File: src/design/hdg_pkg.sv
// package: constants, lane types and arctangent table for the haversine geofence pipeline
`timescale 1ns / 1ps

package hdg_pkg;

    // lane count and step counts of the cell chains
    localparam int NLANE        = 4;
    localparam int DIV_STEPS    = 32;
    localparam int CORDIC_STEPS = 24;
    localparam int SQRT_STEPS   = 32;

    // pipeline positions of the sideband chain
    localparam int POS_ROT_INIT = DIV_STEPS + 1;
    localparam int POS_ROT0     = DIV_STEPS + 2;
    localparam int POS_P1       = DIV_STEPS + CORDIC_STEPS + 2;
    localparam int POS_P2       = POS_P1 + 1;
    localparam int POS_P3       = POS_P1 + 2;
    localparam int POS_SQRT0    = POS_P1 + 3;
    localparam int POS_VEC0     = POS_SQRT0 + SQRT_STEPS;
    localparam int POS_D1       = POS_VEC0 + CORDIC_STEPS;
    localparam int DEPTH        = POS_D1 + 1;

    // lane roles
    localparam int LANE_LAT1 = 0;
    localparam int LANE_LAT2 = 1;
    localparam int LANE_DLAT = 2;
    localparam int LANE_DLON = 3;

    // degree-to-angle conversion: q = floor((mag * 2^k + DIV_HALF) / DIV_DEN)
    localparam logic [21:0] DIV_DEN  = 22'd3515625;
    localparam logic [21:0] DIV_HALF = 22'd1757812;

    // fixed point constants
    localparam logic signed [32:0] CORDIC_GAIN = 33'sd652032874;
    localparam logic signed [32:0] Q30_ONE     = 33'sd1073741824;
    localparam logic signed [31:0] LAT_LIMIT   = 32'sd900000000;
    localparam logic signed [31:0] LON_LIMIT   = 32'sd1800000000;
    localparam logic [29:0]        R_PI_LO     = 30'd828894924;
    localparam logic [63:0]        ROUND_HALF  = 64'h0000_0020_0000_0000;
    localparam logic [24:0]        RADIUS_RST  = 25'd1000;

    typedef struct packed {
        logic        valid;
        logic        err;
    } side_t;

    typedef struct packed {
        logic [21:0] rem;
        logic [31:0] word;
        logic        neg;
    } div_lane_t;

    typedef struct packed {
        logic signed [32:0] x;
        logic signed [32:0] y;
        logic signed [32:0] z;
        logic               flip;
    } rot_lane_t;

    typedef struct packed {
        logic [63:0] rem;
        logic [63:0] root;
    } sqrt_lane_t;

    typedef struct packed {
        logic signed [34:0] x;
        logic signed [34:0] y;
        logic signed [33:0] z;
    } vec_lane_t;

    // arctangent of 2^-i as a binary angle
    function automatic logic [31:0] atan_bam(input logic [4:0] i);
        logic [31:0] r;
        case (i)
            5'd0:    r = 32'h20000000;
            5'd1:    r = 32'h12E4051E;
            5'd2:    r = 32'h09FB385B;
            5'd3:    r = 32'h051111D4;
            5'd4:    r = 32'h028B0D43;
            5'd5:    r = 32'h0145D7E1;
            5'd6:    r = 32'h00A2F61E;
            5'd7:    r = 32'h00517C55;
            5'd8:    r = 32'h0028BE53;
            5'd9:    r = 32'h00145F2F;
            5'd10:   r = 32'h000A2F98;
            5'd11:   r = 32'h000517CC;
            5'd12:   r = 32'h00028BE6;
            5'd13:   r = 32'h000145F3;
            5'd14:   r = 32'h0000A2FA;
            5'd15:   r = 32'h0000517D;
            5'd16:   r = 32'h000028BE;
            5'd17:   r = 32'h0000145F;
            5'd18:   r = 32'h00000A30;
            5'd19:   r = 32'h00000518;
            5'd20:   r = 32'h0000028C;
            5'd21:   r = 32'h00000146;
            5'd22:   r = 32'h000000A3;
            5'd23:   r = 32'h00000051;
            5'd24:   r = 32'h00000029;
            5'd25:   r = 32'h00000014;
            5'd26:   r = 32'h0000000A;
            5'd27:   r = 32'h00000005;
            5'd28:   r = 32'h00000003;
            5'd29:   r = 32'h00000001;
            5'd30:   r = 32'h00000001;
            default: r = 32'h00000000;
        endcase
        return r;
    endfunction

endpackage

File: src/design/hdg_sqrt_cell.sv
// one bit step of the integer square root
`timescale 1ns / 1ps

module hdg_sqrt_cell (
    input  logic               clk,
    input  logic               adv,
    input  logic [4:0]         step,
    input  hdg_pkg::sqrt_lane_t d,
    output hdg_pkg::sqrt_lane_t q
);

    hdg_pkg::sqrt_lane_t q_reg;
    hdg_pkg::sqrt_lane_t q_next;
    logic [5:0]          sh;
    logic [63:0]         bit_v;
    logic [63:0]         sum;

    // trial subtract of root plus the current bit
    always_comb
    begin
        sh    = 6'd62 - {step, 1'b0};
        bit_v = 64'd1 << sh;
        sum   = d.root + bit_v;
        if (d.rem >= sum)
        begin
            q_next.rem  = d.rem - sum;
            q_next.root = (d.root >> 1) + bit_v;
        end
        else
        begin
            q_next.rem  = d.rem;
            q_next.root = d.root >> 1;
        end
    end

    always_ff @(posedge clk)
    begin
        if (adv)
        begin
            q_reg <= q_next;
        end
    end

    assign q = q_reg;

endmodule

File: config.mk
export PLATFORM = sky130hd
export DESIGN_NAME = hdg_sqrt_cell
export DESIGN_NICKNAME = d
export VERILOG_FILES = /design/src/design/hdg_pkg.sv /design/src/design/hdg_sqrt_cell.sv
export SDC_FILE = /design/constraint.sdc
export NUM_CORES = 1
export LEC_CHECK = 0
export BUFFER_PORTS_ARGS = -buffer_cell sky130_fd_sc_hd__buf_2
export CORE_MARGIN = 4
export CORE_UTILIZATION = 35
export CTS_BUF_LIST = sky130_fd_sc_hd__clkbuf_4
export DETAILED_ROUTE_END_ITERATION = 10
export GPL_ROUTABILITY_DRIVEN = 1
export PLACE_DENSITY = 0.6
export SETUP_SLACK_MARGIN = 0.05
export SYNTH_ARGS = -nofsm -noshare
export SYNTH_HDL_FRONTEND = slang
export SYNTH_SLANG_ARGS = --single-unit
export TNS_END_PERCENT = 30
File: constraint.sdc
create_clock -name clk -period 11.8 [get_ports clk]
set_input_delay 1.18 -clock clk [delete_from_list [all_inputs] [get_ports clk]]
set_output_delay 1.18 -clock clk [all_outputs]
set_load 0.01 [all_outputs]
==> impl_metrics.json, run 1 <==
{
  "clock_tree_from_tritoncts": "yes",
  "start_util_pct": 35.7,
  "criticalPathCategory": "in -> reg",
  "detailroute.via_count": 14558,
  "first_iter_violations": 1512,
  "clk_path_buf_depth": 2,
  "critical_path.most_common_cell": "o21ai_0",
  "synthesis.nets": 2040,
  "postSynthRegisterBits": 128,
  "synth.most_common_cell": "nand2_1",
  "critical_path.startpoint_type": "input port",
  "worstPathBufferInverterCount": 2,
  "sequential_cell_area_um2": 3840,
  "critical-path-slowest-cell": "o22ai_4",
  "hold_buf_count_cts": 0,
  "timing.critical_path.fanout_max": 51,
  "max_slew_margin_pct": 27.8,
  "rows": 73,
  "drt_first_pass_iters": 6,
  "syn_inst": 1778,
  "syn_to_final_growth_pct": 13.8,
  "worst-endpoint-arrival_ns": 8.22,
  "postSynth.topFlopCell": "edfxtp_1",
  "synth_common_cells": "260 x nand2_1, 174 x o21ai_0, 140 x nor2_1",
  "post-route-cell-area_um2": 16300,
  "cpPeakStageDelay_ns": 0.83,
  "setup_tns_ns": 0,
  "netlist-cell-type-count": 85,
  "layout-drive-gt1-share_pct": 17.0,
  "synth_enable_flop_cells": 128,
  "cp_top_family": "compound AO/OA/AOI/OAI gates",
  "worstPathCellList": "buf_2, nand2b_1, nor2_1, ha_1, and3_1, o311a_1, maj3_1, a211o_1, or2_2, a21boi_0, o21ai_0, nand2_1, xor2_1, ha_1, nand2_1, o21ai_0, a221oi_1, o21ai_0, nor3_2, a221oi_2, o22ai_4, buf_4, nor3_1, xor2_1",
  "setup_violations": 0,
  "chip_width_um": 210,
  "die_area_um2": 44200,
  "cts_resized": 0,
  "hold_path.class": "in -> reg",
  "io_pins": 263,
  "clock_sink_count": 128,
  "core_area_um2": 40100,
  "route.final.wire_length_um": 52800,
  "grt_use_total_pct": 23.1,
  "layout_min_cycle_time_ns": 7.80,
  "synth_top_area_share_pct": 26.9,
  "ys_seq_area_share_pct": 26.9,
  "rsz0062_at_grt": "no",
  "clock.fmax_mhz": 128,
  "post_synth_instance_area_um2": 14300,
  "final_hold_viol_count": 0,
  "grt.overflow.total": 0,
  "wirelength_per_cell_um": 20.8,
  "slew_violations": 0,
  "outcome": "finished clean",
  "grt_pass1_wl_um": 80000,
  "die_height_um": 210,
  "place_congestion": 0.959,
  "fillCellCount": 4153,
  "tightestPinTransition_ns": 1.08,
  "place_area_um2": 16000,
  "area_of_the_multi_input_gates_um2": 10000,
  "design.final.nets": 2255,
  "ir_drop_mv": 0.0600,
  "via_count_of_the_first_global_routing_pass": 13847,
  "post_drt_via_cell_ratio": 5.74,
  "residual_drc": 0,
  "yosysWarningCount": 0,
  "end_kind": "flip-flop",
  "clock_tree.root_cell": "clkbuf_4",
  "largest_reg_flops": 128,
  "p_per_area_nw_per_um2": 94.0,
  "post-synth-top-area-cell": "edfxtp_1",
  "io_buffers": 262,
  "number_of_h_tree_levels": 4,
  "final.period_utilization_pct": 66.1,
  "dp_hpwl_um": 43000,
  "timing.max_cap.violations": 0,
  "number_of_antenna_violations_at_the_first_check_in_global_routing": 5,
  "cts.clk_slew.worst_paths_ns": 0.14,
  "synthesis.area_per_instance_um2": 8.05,
  "route.antenna.remaining_nets": 0,
  "ys_async_sr_fraction_pct": 0,
  "power.static_leakage_nw": 6.71,
  "synth.top_cells.by_area": "edfxtp_1 27%, ha_1 11%, nand2_1 6.8%",
  "grt_start_max_net_pins": 66,
  "worst-endpoint-required_ns": 12.22,
  "cts-buffers-inserted": 17,
  "post-cts-setup-buffer-count": 0
}
cell type report:
class,instances,share of cell area (%)
Inverter,40,0.922
Clock inverter,12,0.730
Timing Repair Buffer,267,8.30
Multi-Input combinational cell,1539,61.4
Sequential cell,128,23.6
Tap cell,525,4.03
Antenna cell,5,0.0768
Clock buffer,20,0.922
worst paths after layout:
kind | cells after the start | to | startpoint | slack [ns]
worst max-delay path | 24 | q[16]$_DFFE_PP_ | step[1] | 4.00
worst min-delay path | 3 | q[88]$_DFFE_PP_ | d[88] | 0.80
routing by layer:
metal,global-route usage (%),wire [um]
met1,33.8,25700
met2,34.9,22700
met3,3.51,3020
met4,7.36,1340
met5,0,0
where the power goes:
group,switching (mW),internal [mW],total [mW]
clock,0.195,0.130,0.324
sequential,0.0189,0.573,0.592
combinational,0.394,0.220,0.615
total,0.608,0.923,1.53
per-stage QoR:
step	instances	power (mW)	utilization [%]	setup WS, ns	hold slack [ns]
5_1_grt	2535	1.63	40.6	3.47	0.758
2_1_floorplan	1778	0.986	-	5.34	1.29
6_report	2536	1.53	40.6	4.00	0.802
3_5_place_dp	2499	1.21	39.9	3.38	1.48
3_3_place_gp	2499	1.21	39.9	3.51	1.47
4_1_cts	2531	1.54	40.6	4.13	0.719
cells in the final DEF, fill, tap and decap left out, drive strengths merged, types with 40 or more instances in the layout:
cell / count
xnor2: 77
ha: 126
nand2: 260
xor2: 96
a31oi: 56
buf: 267
a21oi: 122
nand4: 47
nor2: 140
inv: 40
edfxtp: 128
o21ai: 181
cell families (layout without fill, tap and decap cells):
family / count (synthesis) / after routing / synth area share (%)
buffers and inverters: 111 / 339 / 3.38
other: 0 / 5 / 0
adders and majority gates: 129 / 129 / 11.3
DFF: 128 / 128 / 26.9
AOI/OAI and AO/OA: 606 / 606 / 27.3
and+or+nand+nor: 631 / 631 / 20.6
xor gates and xnor gates: 173 / 173 / 10.6
(Power assumes the default switching activity.)
==> run 2: changes to the inputs <==
Clock period 11.8 ns to 7.55 ns, I/O delays scaled along.
==> impl_metrics.json, run 2 (synthesis gave the netlist of run 1 again) <==
{
  "grt_pass1_wl_um": 78200,
  "rsz0062_at_grt": "no",
  "cts_resized": 0,
  "clock_tree_from_tritoncts": "yes",
  "io_pins": 263,
  "layout_min_cycle_time_ns": 6.67,
  "p_per_area_nw_per_um2": 149,
  "first_iter_violations": 1531,
  "wl_met2_um": 22600,
  "clock_sink_count": 128,
  "end_kind": "flip-flop",
  "power.static_leakage_nw": 6.77,
  "die_height_um": 210,
  "setup_violations": 0,
  "max_slew_margin_pct": 35.2,
  "met3RoutedLength_um": 3110,
  "route.final.wire_length_um": 51400,
  "hold_buf_count_cts": 0,
  "outcome": "finished clean",
  "cts-buffers-inserted": 17,
  "detailroute.via_count": 14505,
  "place_congestion": 0.988,
  "sequential_cell_area_um2": 3840,
  "clk_path_buf_depth": 2,
  "number_of_h_tree_levels": 4,
  "critical_path.startpoint_type": "input port",
  "dp_hpwl_um": 41800,
  "ir_drop_mv": 0.0912,
  "most_frequent_standard_cell_in_the_layout_excluding_fill_and_tap_cells": "buf_2",
  "hold_path.class": "in -> reg",
  "setup.worst_path.start": "step[1]",
  "syn_to_final_growth_pct": 14.5,
  "die_area_um2": 44200,
  "clock_tree.root_cell": "clkbuf_4",
  "io_buffers": 262,
  "cts.clk_slew.worst_paths_ns": 0.14,
  "slew_violations": 0,
  "number_of_antenna_violations_at_the_first_check_in_global_routing": 6,
  "fillCellCount": 4118,
  "grt_start_max_net_pins": 119,
  "maxUsedRoutingLayer": "met4",
  "residual_drc": 0,
  "final_hold_viol_count": 0,
  "timing.critical_path.fanout_max": 118,
  "post-cts-setup-buffer-count": 0,
  "final.period_utilization_pct": 88.4,
  "setup_tns_ns": 0,
  "layout_common_cells": "261 x buf_2, 260 x nand2_1, 174 x o21ai_0",
  "area_of_the_multi_input_gates_um2": 10000,
  "largest_reg_flops": 128,
  "grt_use_total_pct": 22.4,
  "worst-endpoint-arrival_ns": 7.10,
  "design.final.nets": 2259,
  "drt_first_pass_iters": 5,
  "wirelength_per_cell_um": 20.2,
  "core_area_um2": 40100,
  "met1Wirelength_um": 24600,
  "clock.fmax_mhz": 150,
  "tightestPinTransition_ns": 0.971,
  "timing.max_cap.violations": 0,
  "chip_width_um": 210,
  "route.antenna.remaining_nets": 0,
  "via_count_of_the_first_global_routing_pass": 13511,
  "finalCoreUtilization_pct": 40.9,
  "post_drt_via_cell_ratio": 5.71,
  "criticalPathCategory": "in -> reg",
  "layout-drive-gt1-share_pct": 17.2,
  "worst-endpoint-required_ns": 7.97,
  "start_util_pct": 35.7,
  "rows": 73,
  "critical_path.endpoint": "q[16]$_DFFE_PP_",
  "grt.overflow.total": 0
}
run 2: worst max-delay path, stage by stage:
cell      delay (ns)
buf_2           0.13
nand2b_1        0.31
nor2_1          0.30
ha_1            0.34
and3_1          0.25
o311a_1         0.30
maj3_1          0.40
a211o_1         0.35
or2_2           0.31
a21boi_0        0.32
o21ai_0         0.13
nand2_1         0.09
xor2_1          0.25
ha_1            0.36
nand2_1         0.24
o21ai_0         0.25
a221oi_1        0.36
o21ai_0         0.16
nor3_2          0.35
a221oi_2        0.15
o22ai_4         0.21
buf_12          0.35
nor3_1          0.13
xor2_1          0.16
run 2: worst min-delay path by stage:
stage	start	to	cells after the start
detailed placement	d[124]	q[124]$_DFFE_PP_	3
global placement	d[64]	q[64]$_DFFE_PP_	3
finish	d[84]	q[84]$_DFFE_PP_	3
global route	d[92]	q[92]$_DFFE_PP_	3
CTS	d[84]	q[84]$_DFFE_PP_	3
floorplan	adv	q[0]$_DFFE_PP_	0
run 2: routing by layer:
metal / vias up / track usage (%)
li1: 7109 / -
met1: 6790 / 32.7
met2: 550 / 34.2
met3: 56 / 3.01
met4: 0 / 7.47
met5: - / 0
run 2: stage by stage:
stage,power [mW],setup slack [ns],cell area (um^2),std cells,hold slack (ns)
floorplan,1.54,1.51,14300,1778,0.867
global placement,1.89,0.357,16100,2503,1.05
detailed placement,1.89,0.294,16100,2503,1.06
CTS,2.47,1.06,16400,2534,0.286
global route,2.61,0.586,16400,2539,0.350
finish,2.45,0.875,16400,2540,0.368
run 2: final cells by class:
| cell class | instances | area share (%) |
|---|---|---|
| Sequential cell | 128 | 23.4 |
| Clock buffer | 19 | 0.870 |
| Tap cell | 525 | 4.01 |
| Multi-Input combinational cell | 1539 | 61.0 |
| Clock inverter | 12 | 1.02 |
| Inverter | 40 | 0.916 |
| Timing Repair Buffer | 271 | 8.65 |
| Antenna cell | 6 | 0.0916 |
run 2: report_power, final:
group / leakage, nW / internal [mW] / switching (mW)
logic: 5.35 / 0.352 / 0.611
registers: 1.25 / 0.896 / 0.0285
clock network: 0.166 / 0.265 / 0.298
total: 6.77 / 1.51 / 0.938
==> run 3: changes to the inputs <==
Clock period 7.55 ns to 7.05 ns, I/O delays scaled along.
==> impl_metrics.json, run 3 (synthesis gave the netlist of run 1 again) <==
{
  "outcome": "finished clean",
  "clock.fmax_mhz": 162,
  "timing.critical_path.fanout_max": 45,
  "die_height_um": 210,
  "largest_reg_flops": 128,
  "share_comb_of_total_power_pct": 41.5,
  "rows": 73,
  "clock_tree.root_cell": "clkbuf_4",
  "critical-path-slowest-cell": "nor4_2",
  "tightestPinTransition_ns": 0.989,
  "slew_violations": 0,
  "hold_path.class": "in -> reg",
  "residual_drc": 0,
  "place_congestion": 0.943,
  "start_util_pct": 35.7,
  "final.period_utilization_pct": 87.4,
  "io_buffers": 262,
  "total_power_mw": 2.55,
  "number_of_h_tree_levels": 4,
  "layout-drive-gt1-share_pct": 17.7,
  "worst-endpoint-required_ns": 7.47,
  "layout_min_cycle_time_ns": 6.16,
  "worst-endpoint-arrival_ns": 6.58,
  "wirelength_per_cell_um": 20.3,
  "rsz0062_at_grt": "no",
  "power.sequential.fraction_pct": 38.8,
  "hold_buf_count_cts": 0,
  "net-switching-power_uw": 986,
  "most_frequent_standard_cell_in_the_layout_excluding_fill_and_tap_cells": "buf_2",
  "finalCoreUtilization_pct": 41.0,
  "power.static_leakage_nw": 6.82,
  "design.final.nets": 2275,
  "number_of_antenna_violations_at_the_first_check_in_global_routing": 4,
  "final_hold_viol_count": 0,
  "setup_tns_ns": 0,
  "setup_violations": 0,
  "timing.max_cap.violations": 0,
  "via_count_of_the_first_global_routing_pass": 13634,
  "worstPathBufferInverterCount": 3,
  "critical_path.most_common_cell": "ha_1",
  "end_kind": "flip-flop",
  "critical_path.startpoint_type": "input port",
  "post_drt_via_cell_ratio": 5.65,
  "max_slew_margin_pct": 34.1,
  "drt_first_pass_iters": 7,
  "chip_width_um": 210,
  "cpPeakStageDelay_ns": 0.41,
  "clk_path_buf_depth": 2,
  "io_pins": 263,
  "grt_start_max_net_pins": 72,
  "ir_drop_mv": 0.0999,
  "route.antenna.remaining_nets": 0,
  "clock_power_share_pct": 19.7,
  "layout_common_cells": "261 x buf_2, 260 x nand2_1, 174 x o21ai_0",
  "critical_path.endpoint": "q[123]$_DFFE_PP_",
  "cts-buffers-inserted": 17,
  "cell_internal_pwr_mw": 1.56,
  "finalNonFillerCells": 2553,
  "clock_sink_count": 128,
  "dp_hpwl_um": 42600,
  "grt.overflow.total": 0,
  "crit_cells": 25,
  "placedCellCount": 2519,
  "power.share.switching_pct": 38.7,
  "clock_tree_from_tritoncts": "yes",
  "criticalPathCategory": "in -> reg",
  "detailroute.via_count": 14424,
  "route.final.wire_length_um": 51800,
  "setup.worst_path.start": "step[2]",
  "die_area_um2": 44200,
  "grt_use_total_pct": 22.6,
  "first_iter_violations": 1463,
  "post-cts-setup-buffer-count": 0,
  "core_area_um2": 40100,
  "p_per_area_nw_per_um2": 155,
  "cts.clk_slew.worst_paths_ns": 0.12,
  "grt_pass1_wl_um": 78700,
  "cp_top_family": "simple AND/OR/NAND/NOR gates",
  "cts_resized": 0,
  "syn_to_final_growth_pct": 14.9
}
-- run 3: tightest hold or removal path, delay by kind of cell --
family	cells	cell delay, ns
AO/OA/AOI/OAI	1	0.06
buffers and inverters	1	0.09
AND/OR/NAND/NOR	1	0.04
-- run 3: per-layer routing --
layer  vias to the layer above  GRT usage, %  share of wire, %
met5                         -             0                 0
met4                         0          8.06               2.8
met3                        52          3.24               6.2
met2                       528          34.0                43
met1                      6703          33.2                48
li1                       7141             -                 -
-- run 3: layout make-up --
class	instances	area (um^2)
repair buffers	287	1540
inverters	40	150
well taps	525	657
clock buffers	20	150
diodes	4	10.0
multi-input cells	1539	10000
fillers	4169	23700
flip-flops and latches	128	3840
clock inverters	10	96.3
-- run 3: power by group through the flow --
stage,Combinational (mW),Sequential [mW],Clock (mW)
floorplan,0.597,1.05,0
finish,1.06,0.986,0.501
CTS,1.05,0.988,0.531
global placement,1.04,1.00,0
detailed placement,1.04,1.00,0
global route,1.16,0.995,0.558
-- run 3: per-stage QoR --
| stage | worst slack, ns | instance area, um^2 | hold WS, ns |
|---|---|---|---|
| after floorplan | 1.06 | 14300 | 0.817 |
| after CTS | 0.969 | 16400 | 0.258 |
| after global routing | 0.491 | 16400 | 0.311 |
| after detailed placement | 0.239 | 16200 | 1.00 |
| after global placement | 0.426 | 16200 | 1.00 |
| final | 0.888 | 16400 | 0.336 |
-- run 3: worst min-delay path by stage --
stage	startpoint	endpoint	slack, ns	depth (start not counted)
2_1_floorplan	adv	q[0]$_DFFE_PP_	0.82	0
4_1_cts	d[64]	q[64]$_DFFE_PP_	0.26	3
6_report	d[64]	q[64]$_DFFE_PP_	0.34	3
5_1_grt	d[66]	q[66]$_DFFE_PP_	0.31	3
3_5_place_dp	d[64]	q[64]$_DFFE_PP_	1.00	3
3_3_place_gp	d[64]	q[64]$_DFFE_PP_	1.00	3
