$ cat src/design/hdg_pkg.sv
// package: constants, lane types and arctangent table for the haversine geofence pipeline
`timescale 1ns / 1ps

package hdg_pkg;

    // lane count and step counts of the cell chains
    localparam int NLANE        = 4;
    localparam int DIV_STEPS    = 32;
    localparam int CORDIC_STEPS = 24;
    localparam int SQRT_STEPS   = 32;

    // pipeline positions of the sideband chain
    localparam int POS_ROT_INIT = DIV_STEPS + 1;
    localparam int POS_ROT0     = DIV_STEPS + 2;
    localparam int POS_P1       = DIV_STEPS + CORDIC_STEPS + 2;
    localparam int POS_P2       = POS_P1 + 1;
    localparam int POS_P3       = POS_P1 + 2;
    localparam int POS_SQRT0    = POS_P1 + 3;
    localparam int POS_VEC0     = POS_SQRT0 + SQRT_STEPS;
    localparam int POS_D1       = POS_VEC0 + CORDIC_STEPS;
    localparam int DEPTH        = POS_D1 + 1;

    // lane roles
    localparam int LANE_LAT1 = 0;
    localparam int LANE_LAT2 = 1;
    localparam int LANE_DLAT = 2;
    localparam int LANE_DLON = 3;

    // degree-to-angle conversion: q = floor((mag * 2^k + DIV_HALF) / DIV_DEN)
    localparam logic [21:0] DIV_DEN  = 22'd3515625;
    localparam logic [21:0] DIV_HALF = 22'd1757812;

    // fixed point constants
    localparam logic signed [32:0] CORDIC_GAIN = 33'sd652032874;
    localparam logic signed [32:0] Q30_ONE     = 33'sd1073741824;
    localparam logic signed [31:0] LAT_LIMIT   = 32'sd900000000;
    localparam logic signed [31:0] LON_LIMIT   = 32'sd1800000000;
    localparam logic [29:0]        R_PI_LO     = 30'd828894924;
    localparam logic [63:0]        ROUND_HALF  = 64'h0000_0020_0000_0000;
    localparam logic [24:0]        RADIUS_RST  = 25'd1000;

    typedef struct packed {
        logic        valid;
        logic        err;
    } side_t;

    typedef struct packed {
        logic [21:0] rem;
        logic [31:0] word;
        logic        neg;
    } div_lane_t;

    typedef struct packed {
        logic signed [32:0] x;
        logic signed [32:0] y;
        logic signed [32:0] z;
        logic               flip;
    } rot_lane_t;

    typedef struct packed {
        logic [63:0] rem;
        logic [63:0] root;
    } sqrt_lane_t;

    typedef struct packed {
        logic signed [34:0] x;
        logic signed [34:0] y;
        logic signed [33:0] z;
    } vec_lane_t;

    // arctangent of 2^-i as a binary angle
    function automatic logic [31:0] atan_bam(input logic [4:0] i);
        logic [31:0] r;
        case (i)
            5'd0:    r = 32'h20000000;
            5'd1:    r = 32'h12E4051E;
            5'd2:    r = 32'h09FB385B;
            5'd3:    r = 32'h051111D4;
            5'd4:    r = 32'h028B0D43;
            5'd5:    r = 32'h0145D7E1;
            5'd6:    r = 32'h00A2F61E;
            5'd7:    r = 32'h00517C55;
            5'd8:    r = 32'h0028BE53;
            5'd9:    r = 32'h00145F2F;
            5'd10:   r = 32'h000A2F98;
            5'd11:   r = 32'h000517CC;
            5'd12:   r = 32'h00028BE6;
            5'd13:   r = 32'h000145F3;
            5'd14:   r = 32'h0000A2FA;
            5'd15:   r = 32'h0000517D;
            5'd16:   r = 32'h000028BE;
            5'd17:   r = 32'h0000145F;
            5'd18:   r = 32'h00000A30;
            5'd19:   r = 32'h00000518;
            5'd20:   r = 32'h0000028C;
            5'd21:   r = 32'h00000146;
            5'd22:   r = 32'h000000A3;
            5'd23:   r = 32'h00000051;
            5'd24:   r = 32'h00000029;
            5'd25:   r = 32'h00000014;
            5'd26:   r = 32'h0000000A;
            5'd27:   r = 32'h00000005;
            5'd28:   r = 32'h00000003;
            5'd29:   r = 32'h00000001;
            5'd30:   r = 32'h00000001;
            default: r = 32'h00000000;
        endcase
        return r;
    endfunction

endpackage

$ cat src/design/hdg_div_cell.sv
// one restoring division step of the degree-to-angle conversion
`timescale 1ns / 1ps

module hdg_div_cell (
    input  logic              clk,
    input  logic              adv,
    input  hdg_pkg::div_lane_t d,
    output hdg_pkg::div_lane_t q
);

    hdg_pkg::div_lane_t q_reg;
    hdg_pkg::div_lane_t q_next;
    logic [22:0]        trial;
    logic [22:0]        diff;
    logic               ge;

    // shift in one numerator bit, subtract the divisor when it fits
    always_comb
    begin
        trial       = {d.rem, d.word[31]};
        diff        = trial - {1'b0, hdg_pkg::DIV_DEN};
        ge          = (trial >= {1'b0, hdg_pkg::DIV_DEN});
        q_next.rem  = ge ? diff[21:0] : trial[21:0];
        q_next.word = {d.word[30:0], ge};
        q_next.neg  = d.neg;
    end

    always_ff @(posedge clk)
    begin
        if (adv)
        begin
            q_reg <= q_next;
        end
    end

    assign q = q_reg;

endmodule

$ cat config.mk
export PLATFORM = sky130hd
export DESIGN_NAME = hdg_div_cell
export DESIGN_NICKNAME = d
export VERILOG_FILES = /design/src/design/hdg_pkg.sv /design/src/design/hdg_div_cell.sv
export SDC_FILE = /design/constraint.sdc
export NUM_CORES = 1
export LEC_CHECK = 0
export BUFFER_PORTS_ARGS = -buffer_cell sky130_fd_sc_hd__buf_4
export CAP_MARGIN = 5
export CELL_PAD_IN_SITES_DETAIL_PLACEMENT = 1
export CELL_PAD_IN_SITES_GLOBAL_PLACEMENT = 2
export CORE_MARGIN = 4
export CORE_UTILIZATION = 29
export CTS_CLUSTER_SIZE = 20
export DETAILED_ROUTE_END_ITERATION = 10
export PLACE_DENSITY_LB_ADDON = 0.1
export SLEW_MARGIN = 10
export SYNTH_ARGS = -nofsm -noshare
export SYNTH_HDL_FRONTEND = slang
export SYNTH_SLANG_ARGS = --single-unit
$ cat constraint.sdc
create_clock -name clk -period 2.7 [get_ports clk]
set_input_delay 0.54 -clock clk [delete_from_list [all_inputs] [get_ports clk]]
set_output_delay 0.54 -clock clk [all_outputs]
set_load 0.01 [all_outputs]
==> impl_metrics.csv, run 1 <==
group,metric,value,unit
synthesis,ys_ff_latch,55,
critical_path,criticalPathCategory,"input port to flip-flop",
min_path,whs_endpoint,"q[32]$_DFFE_PP_",
global_route,grt_pass1_wl,9.239,mm
cells_and_area,syn_to_final_growth,44.79,%
min_path,hold_class,"input port to flip-flop",
floorplanning,fp.dieW,98.59,um
synthesis,seq_area_frac_synth,0.6940,
floorplanning,io_pins,112,
cells_and_area,layout_common_cells,"116 x buf_4, 55 x edfxtp_1, 17 x xnor2_1",
critical_path,start_kind,"input port",
clock_tree,clock_path_buffers,2,
pwr,power.internal,1.498,mW
pwr,pwr-share-clk,0.272,
cells_and_area,layout_commonest_cell,"buf_4",
placement,place.gp.congestion,0.7693,
drt,postRouteAntennaNets,0,
pwr,p_leak,1.386,nW
critical_path,cp_slowest_stage_delay,440,ps
global_route,grt_max_degree,56,
drt,vias,1735,
critical_path,cp-end-kind,"flip-flop",
job,drv_cap,0,
synthesis,syn_avg_cell_area,14.78,um^2
sta,hold_viol_final,0,
synthesis,synth.distinct_cells,39,
synthesis,syn_area,2380,um^2
sta,finalSetupViolCount,0,
clock_tree,clk_pin_slew,100,ps
placement,dpl_worst_slack,140.1,ps
synthesis,synthCells,161,
pwr,comb_power_share,0.189,
cells_and_area,diodes,0,
synthesis,synthFlopType,"edfxtp_1",
sta,worst_pin_slew,696.3,ps
clock_tree,cts_buffers,5,
floorplanning,start_util,0.3033,
clock_tree,post_cts_resized,0,
placement,io_buffers,111,
synthesis,synth_edf_count,55,
pwr,powerDensity,567.1,nW/um^2
sta,fin_crit,2220,ps
critical_path,cp_cell_sequence,"buf_4, inv_1, ha_1, nor4bb_1, and3b_1, a31oi_1, o21ai_4, nor3b_2, xor2_1",
drt,drt_wl_total,5.984,mm
critical_path,crit_buf_inv,2,
sta,worst_slack,480.2,ps
critical_path,crit_required,2760,ps
run_status,status,"finished clean",
critical_path,setup.worst_path.start,"d[33]",
sta,finalCritPeriodShare,0.8222,
min_path,holdPathStages,1,
clock_tree,h-tree-depth,2,
sta,setup_tns,0,ps
clock_tree,cts.sinks,55,
global_route,grt_pass1_vias,1737,
critical_path,crit_path_top_delay_cell,"a31oi_1",
clock_tree,cts_tree,"built",
clock_tree,cts-root-buf,"clkbuf_8",
critical_path,cpLargestDelayFamily,"compound AO/OA/AOI/OAI gates",
cells_and_area,largest_reg_flops,55,
global_route,overflow,0,
sta,rsz0062_at_grt,"no",
pwr,swShare,0.2337,
pwr,peakVddDrop,0.0002169,V
floorplanning,coreArea,7848,um^2
floorplanning,die_h,98.59,um
clock_tree,hold_buffers,0,
drt,post_drt_wl_per_cell,15.75,um
floorplanning,num_rows,32,
drt,first_pass_iters,4,
synthesis,synth_nets,220,
global_route,antenna_found_initial,0,
pwr,power_frac_seq,0.539,
critical_path,critPathMaxFanout,22,
sta,maxSlewHeadroom,0.5358,
pwr,power.switching,0.4566,mW
min_path,worst_hold_startpoint,"d[31]",
clock_tree,postCtsSetupBuffers,0,
cells_and_area,drive_gt1_frac,0.4712,
critical_path,cp_data_arrival_time,2280,ps
synthesis,synthArstFlopShare,0,
sta,slew_viol_final,0,
global_route,grt_usage,0.1203,
drt,drtIter0Drc,62,
sta,fmax,0.4505,GHz
placement,hpwl,4.520,mm
synthesis,synth_warnings,0,
drt,vias_per_cell,4.566,
floorplanning,fp.dieArea,9719,um^2
cells_and_area,fin_nets,337,
drt,route.detailed.drc,0,
-- how the worst max path moves through the flow --
| stage | end | depth (start not counted) | slack [ps] |
|---|---|---|---|
| global route | q[53]$_DFFE_PP_ | 6 | 350 |
| detailed placement | q[51]$_DFFE_PP_ | 9 | 140 |
| finish | q[49]$_DFFE_PP_ | 9 | 480 |
| CTS | q[51]$_DFFE_PP_ | 9 | 480 |
| global placement | q[51]$_DFFE_PP_ | 9 | 150 |
| floorplan | q[49]$_DFFE_PP_ | 9 | 520 |
-- cells in the mapped netlist (3+ instances only) --
library cell / number / area share
edfxtp_1: 55 / 0.69
xnor2_1: 17 / 0.063
nor2_1: 9 / 0.014
o21ai_0: 9 / 0.019
a21oi_1: 6 / 0.013
nand2_1: 6 / 0.0095
nand3_1: 6 / 0.013
buf_2: 4 / 0.0084
inv_1: 4 / 0.0063
nor3_1: 4 / 0.0084
a31oi_1: 3 / 0.0079
nand2b_1: 3 / 0.0079
nand4_1: 3 / 0.0079
xor2_1: 3 / 0.011
-- per-layer routing --
layer,up-vias,GRT usage,part of all wire
met2,72,0.2007,0.47
met3,5,0.03397,0.070
met4,0,0.03466,0.010
met5,-,0,0
met1,821,0.1527,0.45
li1,837,-,-
-- per-stage QoR --
stage / cell area [um^2] / power (mW) / util / instances / hold WS (ps)
floorplan: 2380 / 1.213 / - / 161 / 638.9
global placement: 3339 / 1.446 / 0.4255 / 373 / 718.2
detailed placement: 3339 / 1.452 / 0.4255 / 373 / 719.4
CTS: 3446 / 1.997 / 0.4391 / 380 / 392.2
global route: 3446 / 2.058 / 0.4391 / 380 / 385.1
finish: 3446 / 1.954 / 0.4391 / 380 / 409.8
-- final cells by class --
cell class / instances / area [um^2]
clock buffer: 5 / 68.82
multi-input combinational: 96 / 674.4
timing repair buffer: 116 / 870.8
fill: 864 / 4402
sequential: 55 / 1652
tap: 102 / 127.6
inverter: 4 / 15.01
clock inverter: 2 / 37.54
-- kinds of logic after synthesis --
family | synth area share
flops | 0.6940
buf+inv | 0.02261
fa+ha+maj | 0.01051
xor+xnor | 0.07361
compound gates | 0.09149
simple gates | 0.1078
-- power by group through the flow --
stage                     Sequential [mW]  Clock [mW]  Combinational [mW]
after floorplan                      1.12           0              0.0943
after global placement               1.07           0               0.372
after detailed placement             1.08           0               0.376
after CTS                            1.06       0.564               0.377
after global routing                 1.06       0.594               0.400
final                                1.05       0.531               0.369
Power figures use the tool's default switching activity.
==> inputs of run 2 (changes only) <==
--- a/config.mk
+++ b/config.mk
@@ -5,12 +5,13 @@
 export SDC_FILE = /design/constraint.sdc
 export NUM_CORES = 1
 export LEC_CHECK = 0
+export ABC_AREA = 1
 export BUFFER_PORTS_ARGS = -buffer_cell sky130_fd_sc_hd__buf_4
 export CAP_MARGIN = 5
 export CELL_PAD_IN_SITES_DETAIL_PLACEMENT = 1
 export CELL_PAD_IN_SITES_GLOBAL_PLACEMENT = 2
 export CORE_MARGIN = 4
-export CORE_UTILIZATION = 29
+export CORE_UTILIZATION = 28
 export CTS_CLUSTER_SIZE = 20
 export DETAILED_ROUTE_END_ITERATION = 10
 export PLACE_DENSITY_LB_ADDON = 0.1
==> constraint.sdc (replaced) <==
create_clock -name clk -period 2.06 [get_ports clk]
set_input_delay 0.412 -clock clk [delete_from_list [all_inputs] [get_ports clk]]
set_output_delay 0.412 -clock clk [all_outputs]
set_load 0.01 [all_outputs]
==> run 2 against run 1 <==
Effect of this change: clock power grew 32%; sequential share of layout area shrank 6.3 points; total power grew 35%; largest power group unchanged; cell count grew 46%; via count grew 41%; synthesized area grew 16%; worst setup slack lost 120 ps; global-route usage grew 2.1 points; non-clock buffer count grew 6; sequential power grew 30%.
==> impl_metrics.csv, run 2 <==
group,metric,value,unit
run_status,status,"finished clean",
clock_tree,cts-root-buf,"clkbuf_8",
synthesis,yosys.area.top_type_share,0.5967,
placement,hpwl,6.560,mm
clock_tree,clk_pin_slew,90,ps
sta,fin_crit,1697,ps
floorplanning,fp.dieArea,11540,um^2
synthesis,synth_top_area_cell,"edfxtp_1",
synthesis,syn_area,2768,um^2
sta,rsz0062_at_grt,"no",
drt,post_drt_wl_per_cell,14.49,um
synthesis,synth_nets,356,
placement,placed_area,3861,um^2
cells_and_area,largest_reg_flops,55,
clock_tree,postCtsSetupBuffers,0,
critical_path,cp_data_arrival_time,1770,ps
sta,setup_tns,0,ps
synthesis,synth.distinct_cells,26,
synthesis,synthFlopType,"edfxtp_1",
floorplanning,die_h,107.4,um
cells_and_area,fin_area,3968,um^2
floorplanning,start_util,0.2858,
global_route,grt_max_degree,40,
floorplanning,coreArea,9684,um^2
placement,io_buffers,111,
cells_and_area,drive_gt1_frac,0.3483,
clock_tree,h-tree-depth,2,
pwr,peakVddDrop,0.0002556,V
sta,worst_pin_slew,353.5,ps
cells_and_area,final_core_util,0.4097,
global_route,grt_pass1_vias,2530,
drt,first_pass_iters,4,
synthesis,synth_area_leaders,"edfxtp_1 60%, nand2_1 14%, inv_1 4.6%",
sta,fmax,0.5893,GHz
drt,drtIter0Drc,71,
drt,drt_wl_total,8.042,mm
synthesis,syn_avg_cell_area,9.319,um^2
drt,postRouteAntennaNets,0,
placement,place.gp.congestion,0.7785,
sta,finalSetupViolCount,0,
clock_tree,clock_path_buffers,2,
synthesis,synthArstFlopShare,0,
cells_and_area,layout_commonest_cell,"buf_4",
clock_tree,cts_buffers,5,
global_route,overflow,0,
sta,maxSlewHeadroom,0.7622,
critical_path,criticalPathCategory,"input port to flip-flop",
critical_path,start_kind,"input port",
global_route,grt_pass1_wl,12.82,mm
cells_and_area,layout_common_cells,"118 x buf_4, 104 x nand2_1, 55 x edfxtp_1",
min_path,hold_class,"input port to flip-flop",
synthesis,synth_warnings,0,
pwr,powerDensity,663.6,nW/um^2
sta,hold_viol_final,0,
clock_tree,cts.sinks,55,
cells_and_area,n_fill_cell,1135,
sta,holdWs,277.4,ps
synthesis,synthCells,297,
floorplanning,io_pins,112,
synthesis,synthTopCellsByCount,"104 x nand2_1, 55 x edfxtp_1, 34 x inv_1",
floorplanning,num_rows,36,
sta,slew_viol_final,0,
clock_tree,hold_buffers,0,
sta,finalCritPeriodShare,0.8238,
synthesis,seq_area_frac_synth,0.5967,
global_route,grt_usage,0.1409,
clock_tree,post_cts_resized,0,
pwr,finalPower,2.633,mW
cells_and_area,diodes,0,
pwr,p_leak,1.855,nW
critical_path,cp-end-kind,"flip-flop",
job,drv_cap,0,
synthesis,synth_edf_count,55,
drt,vias_per_cell,4.404,
global_route,antenna_found_initial,0,
critical_path,critPathMaxFanout,4,
cells_and_area,fin_nets,481,
drt,vias,2444,
synthesis,yosysMostFrequentCell,"nand2_1",
drt,route.detailed.drc,0,
cells_and_area,syn_to_final_growth,43.35,%
clock_tree,cts_tree,"built",
floorplanning,fp.dieW,107.4,um
critical_path,crit_required,2130,ps
synthesis,ys_ff_latch,55,
run 2: changes by cell type after synthesis, sizes merged, moves of 17 or more:
cell	delta
nand3	+20
nor2	+24
xnor2	-17
inv	+34
nand2	+102
run 2: layout make-up:
| type | count | area (um^2) | share of cell area |
|---|---|---|---|
| Inverter | 38 | 142.6 | 0.03595 |
| Clock inverter | 2 | 37.54 | 0.009461 |
| Sequential cell | 55 | 1652 | 0.4163 |
| Timing Repair Buffer | 122 | 965.9 | 0.2435 |
| Multi-Input combinational cell | 200 | 934.6 | 0.2356 |
| Tap cell | 133 | 166.4 | 0.04194 |
| Clock buffer | 5 | 68.82 | 0.01734 |
run 2: worst paths after layout:
check / startpoint / to / slack [ps] / cells after the start
worst max-delay path: d[32] / q[47]$_DFFE_PP_ / 360 / 14
worst min-delay path: d[3] / q[4]$_DFFE_PP_ / 280 / 1
run 2: metal layers:
| metal | GRT usage | vias up | share of wire | wire length [um] |
|---|---|---|---|---|
| met2 | 0.2332 | 76 | 0.47 | 3759 |
| met5 | 0 | - | 0 | 0 |
| met3 | 0.03599 | 5 | 0.076 | 613 |
| met4 | 0.03517 | 0 | 0.010 | 83 |
| li1 | - | 1217 | - | - |
| met1 | 0.1846 | 1146 | 0.45 | 3586 |
run 2: cell families (layout without fill, tap and decap cells):
logic type,after synthesis,count (layout),share of synthesized area
buffers and inverters,42,167,0.06555
xor gates and xnor gates,6,6,0.01899
adders and majority gates,2,2,0.009040
and+or+nand+nor,175,175,0.2767
DFF,55,55,0.5967
AOI/OAI and AO/OA,17,17,0.03301
run 2: where the power goes:
part | internal, mW | switching [mW]
registers | 1.35 | 0.0264
clock network | 0.356 | 0.348
logic | 0.270 | 0.285
run 2: per-stage QoR:
| stage | cells | setup WS (ps) |
|---|---|---|
| final | 555 | 363.0 |
| after floorplan | 297 | 283.7 |
| after CTS | 555 | 363.1 |
| after global routing | 555 | 125.4 |
| after global placement | 548 | 59.12 |
| after detailed placement | 548 | 26.05 |
run 2: critical path: stages:
cell	delay, ps
buf_4	130
inv_1	80
ha_1	170
inv_1	50
o21ai_0	210
nand2_1	140
nand2_1	120
nand2_1	120
nand2_1	100
nand2_1	50
nand2_1	60
nand2_1	40
nand2_1	50
nand2_1	40
==> inputs of run 3 (changes only) <==
==> constraint.sdc (replaced) <==
create_clock -name clk -period 1.8 [get_ports clk]
set_input_delay 0.36 -clock clk [delete_from_list [all_inputs] [get_ports clk]]
set_output_delay 0.36 -clock clk [all_outputs]
set_load 0.01 [all_outputs]
==> run 3 against run 2 <==
Effect of this change: via count up 3.6%; total power up 17%; sequential power up 15%; clock-buffer cell count unchanged; global-route usage up 0.51 points; hold slack worse by 57 ps; utilization up 2.4 points; first-iteration DRC count up 14%; sequential share of layout area down 2.3 points; cell count up 5.6%.
==> impl_metrics.csv, run 3 (synthesis results as in run 2) <==
group,metric,value,unit
floorplanning,die_h,107.4,um
sta,worst_pin_slew,378.2,ps
pwr,power.internal,2.297,mW
sta,finalCritPeriodShare,0.8737,
clock_tree,cts_buffers,5,
critical_path,crit_required,1870,ps
clock_tree,cts.sinks,55,
floorplanning,fp.dieW,107.4,um
sta,setup_tns,0,ps
clock_tree,cts-root-buf,"clkbuf_8",
drt,vias_per_cell,4.319,
floorplanning,io_pins,112,
floorplanning,fp.dieArea,11540,um^2
critical_path,crit_top_cell,"nand2_1",
critical_path,cp_data_arrival_time,1650,ps
placement,dpl_worst_slack,-173.9,ps
pwr,peakVddDrop,0.0003752,V
pwr,power_frac_seq,0.512,
cells_and_area,drive_gt1_frac,0.3929,
global_route,grt_usage,0.1460,
cells_and_area,final_core_util,0.4337,
cells_and_area,largest_reg_flops,55,
drt,drt_wl_total,8.301,mm
job,drv_cap,0,
sta,maxSlewHeadroom,0.7455,
sta,rsz0062_at_grt,"no",
min_path,hold_class,"input port to flip-flop",
sta,finalSetupViolCount,0,
clock_tree,clock_path_buffers,2,
pwr,powerDensity,732.0,nW/um^2
sta,fin_crit,1573,ps
global_route,grt_max_degree,25,
sta,hold_viol_final,0,
drt,first_pass_iters,4,
global_route,overflow,0,
pwr,power.switching,0.7778,mW
sta,slew_viol_final,0,
critical_path,criticalPathCategory,"input port to flip-flop",
global_route,grt_pass1_wl,13.23,mm
cells_and_area,layout_common_cells,"149 x buf_4, 104 x nand2_1, 55 x edfxtp_1",
critical_path,start_kind,"input port",
floorplanning,num_rows,36,
drt,postRouteAntennaNets,0,
critical_path,cp_cell_sequence,"buf_4, inv_1, ha_1, inv_1, o21ai_1, nand2_1, nand2_1, nand2_1, nand2_1, nand2_1, nand2_1, nand2_1, nand2_1, nand2_1",
cells_and_area,fin_nets,512,
clock_tree,postCtsSetupBuffers,0,
global_route,antenna_found_initial,0,
critical_path,critPathMaxFanout,4,
pwr,pwr-share-clk,0.265,
cells_and_area,layout.cells.non_filler,586,
placement,dp_cells,579,
sta,worst_slack,227.4,ps
pwr,p_leak,1.999,nW
sta,holdWs,220.4,ps
floorplanning,coreArea,9684,um^2
placement,io_buffers,111,
run_status,status,"finished clean",
placement,placed_area,4094,um^2
drt,drtIter0Drc,81,
global_route,grt_pass1_vias,2607,
pwr,swShare,0.2530,
clock_tree,clk_pin_slew,100,ps
critical_path,crit_path_top_delay_cell,"ha_1",
cells_and_area,layout_commonest_cell,"buf_4",
critical_path,cp_slowest_stage_delay,170,ps
cells_and_area,fin_area,4200,um^2
sta,fmax,0.6359,GHz
drt,post_drt_wl_per_cell,14.17,um
placement,hpwl,6.815,mm
drt,route.detailed.drc,0,
drt,vias,2531,
cells_and_area,syn_to_final_growth,51.76,%
pwr,comb_power_share,0.223,
clock_tree,h-tree-depth,2,
clock_tree,cts_tree,"built",
critical_path,cp-end-kind,"flip-flop",
critical_path,cpLargestDelayFamily,"simple AND/OR/NAND/NOR gates",
cells_and_area,diodes,0,
pwr,finalPower,3.075,mW
placement,place.gp.congestion,0.7646,
floorplanning,start_util,0.2858,
critical_path,crit_buf_inv,3,
cells_and_area,n_fill_cell,1163,
==> run 3: final timing paths <==
kind              cells past startpoint              end   from
setup / recovery                     14  q[47]$_DFFE_PP_  d[33]
hold / removal                        1  q[12]$_DFFE_PP_  d[11]
==> run 3: power groups by stage <==
stage,combinational (mW),clock (mW),sequential [mW]
floorplan,0.186,0,1.67
global placement,0.684,0,1.60
detailed placement,0.698,0,1.60
CTS,0.700,0.860,1.58
global route,0.757,0.904,1.59
finish,0.686,0.816,1.57
==> run 3: area by class of cell <==
class	count	area, um^2	share of cell area
clock inverter	2	37.54	0.008937
tap	133	166.4	0.03962
multi-input combinational	200	934.6	0.2225
clock buffer	5	68.82	0.01638
sequential	55	1652	0.3932
inverter	38	142.6	0.03396
timing repair buffer	153	1199	0.2854
==> run 3: repair_timing <==
item,CTS,global route
hold buffers,0,0
endpoints found under the setup margin,0,2
gates resized for setup,0,1
==> run 3: metal layers <==
layer | share of wire | global-route usage | wire length, um
met5 | 0 | 0 | 0
met4 | 0.011 | 0.03787 | 90
met3 | 0.070 | 0.03239 | 580
met2 | 0.46 | 0.2449 | 3819
met1 | 0.46 | 0.1910 | 3811
